File: config.mk
export PLATFORM = sky130hd
export DESIGN_NAME = rllt_ctrl
export DESIGN_NICKNAME = d
export VERILOG_FILES = /design/src/hw/rtl/rllt_pkg.sv /design/src/hw/rtl/rllt_ctrl.sv
export SDC_FILE = /design/constraint.sdc
export NUM_CORES = 1
export LEC_CHECK = 0
export BUFFER_PORTS_ARGS = -buffer_cell sky130_fd_sc_hd__buf_2
export CAP_MARGIN = 20
export CORE_AREA = 8 8 45 47
export CTS_CLUSTER_SIZE = 12
export DETAILED_ROUTE_END_ITERATION = 10
export DIE_AREA = 0 0 53 55
export PLACE_DENSITY = 0.3
export SLEW_MARGIN = 20
export SYNTH_ARGS = -nofsm -noshare
export SYNTH_HDL_FRONTEND = slang
export SYNTH_SLANG_ARGS = --single-unit
File: constraint.sdc
create_clock -name clk -period 3.25 [get_ports clk]
set_input_delay 0.325 -clock clk [delete_from_list [all_inputs] [get_ports clk]]
set_output_delay 0.325 -clock clk [all_outputs]
set_load 0.05 [all_outputs]
File: src/hw/rtl/rllt_pkg.sv
// Shared types, widths and codes for the run-length line table.
package rllt_pkg;

  // Fixed field widths of the item channels
  localparam int FieldLineBits = 16;
  localparam int IndexBits     = 24;

  // Defaults for the top-level parameters
  localparam int MaxRunsDefault    = 256;
  localparam int LineBitsDefault   = 16;
  localparam int RunLenBitsDefault = 16;

  typedef enum logic {
    FUNC_APPEND = 1'b0,
    FUNC_LOOKUP = 1'b1
  } func_t;

  typedef enum logic [1:0] {
    ST_APPENDED = 2'd0,
    ST_FOUND    = 2'd1,
    ST_MISSING  = 2'd2,
    ST_FULL     = 2'd3
  } status_t;

  // Controller to datapath
  typedef struct packed {
    logic load;  // capture the accepted item; appends complete here
    logic walk;  // step the lookup walk
  } rllt_cmd_t;

  // Datapath to controller
  typedef struct packed {
    logic walk_done;  // lookup result written to the output register
  } rllt_sts_t;

endpackage

File: src/hw/rtl/rllt_ctrl.sv
// Controller: sequences accept, lookup walk and result transfer.
module rllt_ctrl (
  input  logic                clk,
  input  logic                rst,
  input  logic                in_valid,
  input  logic                in_func,
  output logic                in_ready,
  output logic                out_valid,
  input  logic                out_ready,
  output rllt_pkg::rllt_cmd_t cmd,
  input  rllt_pkg::rllt_sts_t sts
);
  import rllt_pkg::*;

  typedef enum logic [1:0] {
    S_IDLE,
    S_WALK,
    S_OUT
  } state_t;

  state_t state;
  logic   accept;

  assign in_ready  = (state == S_IDLE);
  assign out_valid = (state == S_OUT);
  assign accept    = in_valid && in_ready;

  assign cmd.load = accept;
  assign cmd.walk = (state == S_WALK);

  always_ff @(posedge clk) begin
    if (rst) begin
      state <= S_IDLE;
    end else begin
      case (state)
        S_IDLE: begin
          if (accept) begin
            state <= (in_func == FUNC_LOOKUP) ? S_WALK : S_OUT;
          end
        end
        S_WALK: begin
          if (sts.walk_done) begin
            state <= S_OUT;
          end
        end
        S_OUT: begin
          if (out_ready) begin
            state <= S_IDLE;
          end
        end
        default: begin
          state <= S_IDLE;
        end
      endcase
    end
  end

endmodule

==> results.toml <==
[outcome]
status = "completed"

[detailed_routing]
drc = 0
via_count = 140
drtPass1Iterations = 3
routed_via_density = 3.41
iteration_0_drc_markers = 1
route.antenna.remaining_nets = 0
wl_per_cell_um = 10.0
routed_wl_um = 412

[sta]
timing_hold_violations_final = 0
worst_slew_pin_slew_ps = 253
final_critical_path_setup_slack_ps = 1830
min_period_ps = 1420
timing.max_slew.rel_slack = 0.833
finClkSkew_ps = 2.31
fin_hold_ws_ps = 283
grt_setup_unrepaired = "no"
timing.final.crit_share = 0.438
finalSetupViolations = 0
setup-tns-final_ps = 0
slew_violations = 0
timing.fmax_mhz = 702

[finish]
finalNetCount = 33
number_of_inserted_diodes = 0
layout_top_registers = "state (2)"
drive_above_1_share = 0.520
final_util = 0.149
largest_register = "state"
number_of_flip_flops_in_the_largest_register = 2
area_growth_syn_to_layout_pct = 63.4
stdcell_count = 41

[grt]
initial_antenna_violation_count = 0
gr-usage-met1 = 0.0318
grt-busiest-layer = "met4"
globalRouteMet3Util = 0.0401
first_global_vias = 156
wire_length_of_the_first_global_routing_pass_um = 641
gr-usage-all-layers = 0.0344
global_route_met2_utilization = 0.0293
grt_remaining_overflow = 0
pin_count_of_the_biggest_net_entering_global_routing = 9

[worst_hold_path]
timing.hold.worst.class = "primary input to flop"
hold_path.startpoint = "rst"
hold_path_end = "state[1]"
min_path_cells = 2

[logic_synthesis]
syn-cell-area_um2 = 126
yosys_most_used_dff = "sky130_fd_sc_hd__dfxtp_1"
syn-mean-instance-area_um2 = 9.03
post_synthesis_cell_count = 14
netlist_top_cells_count = "sky130_fd_sc_hd__dfxtp_1 (2), sky130_fd_sc_hd__nand3b_1 (2)"
syn-num-nets = 20
synthDominantAreaCellType = "sky130_fd_sc_hd__dfxtp_1"
yosysTopAreaCellShare = 0.317
synth_warnings = 0
synthArstFlopShare = 0
distinct_cells_synth = 12
register_bit_count_reported_by_yosys = 2
sequential_cell_area_fraction_in_the_yosys_report = 0.317
synth-edff-count = 0
yosys-top-cells-area = "sky130_fd_sc_hd__dfxtp_1 (32%), sky130_fd_sc_hd__nand3b_1 (12%), sky130_fd_sc_hd__or4b_1 (7.9%)"

[worst_setup_path]
crit_buf_inv = 1
max_stage_delay_ps = 350
cp.required_ps = 2920
critPathSlowestCell = "sky130_fd_sc_hd__dfxtp_1"
regToRegSetupSlack_ps = 2130
worstPathMaxFanout = 8
critical_r2r_launch = "state[0]"
critPathTopFamily = "flip-flops"
worstPathArrival_ps = 1100
kind_of_capture_point_of_the_worst_setup_path = "primary output"
worst_reg2reg_endpoint = "state[1]"
worst-setup-path-type = "flop to primary output"
worstSetupStartpointType = "flop"
worstPathCellList = "nor2_1 > and2_1 > buf_2"
r2r_cells = 2

[cts]
clock_tree.buffer_depth = 2
hold_buf_cts = 0
clockRootBuffer = "sky130_fd_sc_hd__clkbuf_4"
tritoncts.num_buffers = 3
clock_latency_ps = 230
tritoncts_clock_tree = "done"
cts_setup_buffers = 0
post_cts_resized = 0
h_tree_depth_reported_by_cts = 1
clock_sinks = 2
cts.reportedPaths.clkPinSlew_ps = 30

[placement]
dpl.cell_count = 38
place.gp.congestion = 0.583
dp_slack_ps = 2070
io_buffers = 9

[floorplan]
std_cell_rows = 14
initial_utilization = 0.0913
die_area_mm2 = 0.00292
die_y_um = 55
core_mm2 = 0.00138
io_pins = 10
die_width_um = 53

[flow_run]
cap_violations = 0

[pwr]
leakage_nw = 0.0927
irDropWorstVdd_mv = 0.0817
cellPowerDensity_mw_per_mm2 = 555
==> stage by stage <==
stage / cell area (um^2) / power (mW)
2_1_floorplan: 126 / 0.0522
3_3_place_gp: 184 / 0.0590
3_5_place_dp: 184 / 0.0595
4_1_cts: 206 / 0.119
5_1_grt: 206 / 0.121
6_report: 206 / 0.115
==> cell type report <==
class	instances	area, um^2
Clock buffer	3	22.5
Timing Repair Buffer	9	45.0
Tap cell	16	20.0
Multi-Input combinational cell	11	78.8
Fill cell	165	1180
Sequential cell	2	40.0
==> report_power, final <==
group | leakage, nW | total (mW) | internal, mW | switching [mW]
Sequential | 0.0164 | 0.0291 | 0.0264 | 0.00266
Combinational | 0.0625 | 0.0300 | 0.00949 | 0.0205
Clock | 0.0138 | 0.0555 | 0.0408 | 0.0148
==> kinds of logic (layout without fill, tap and decap cells) <==
logic type / count (synthesis) / after routing / synth area share
buffers and inverters: 1 / 12 / 0.0594
and+or+nand+nor: 9 / 9 / 0.515
AOI/OAI and AO/OA: 2 / 2 / 0.109
DFF: 2 / 2 / 0.317
==> how the worst max path moves through the flow <==
stage	startpoint	endpoint	slack, ps	depth (start not counted)
6_report	state[0]	cmd[1]	1830	3
5_1_grt	state[0]	cmd[1]	1760	3
4_1_cts	state[0]	cmd[1]	1820	3
3_5_place_dp	state[0]	cmd[1]	2070	3
3_3_place_gp	state[0]	cmd[1]	2080	3
2_1_floorplan	state[0]	cmd[1]	1500	3
==> layout by cell type (no fill, tap or decap) <==
cell type	netlist	layout
sky130_fd_sc_hd__dfxtp_1	2	2
sky130_fd_sc_hd__and2b_1	1	1
sky130_fd_sc_hd__and2_1	1	1
sky130_fd_sc_hd__a31oi_1	1	1
sky130_fd_sc_hd__a211oi_1	1	1
sky130_fd_sc_hd__or3b_2	1	1
sky130_fd_sc_hd__buf_2	0	9
sky130_fd_sc_hd__or4b_1	1	1
sky130_fd_sc_hd__nor2_1	1	1
sky130_fd_sc_hd__nand3b_1	2	2
sky130_fd_sc_hd__clkbuf_4	0	3
sky130_fd_sc_hd__or2b_1	1	1
sky130_fd_sc_hd__nor2b_1	1	1
==> routing by layer <==
layer	routed length, um	up-vias
li1	-	72
met2	105	12
met5	0	-
met4	13	0
met3	108	2
met1	184	54
(Power assumes the default switching activity.)
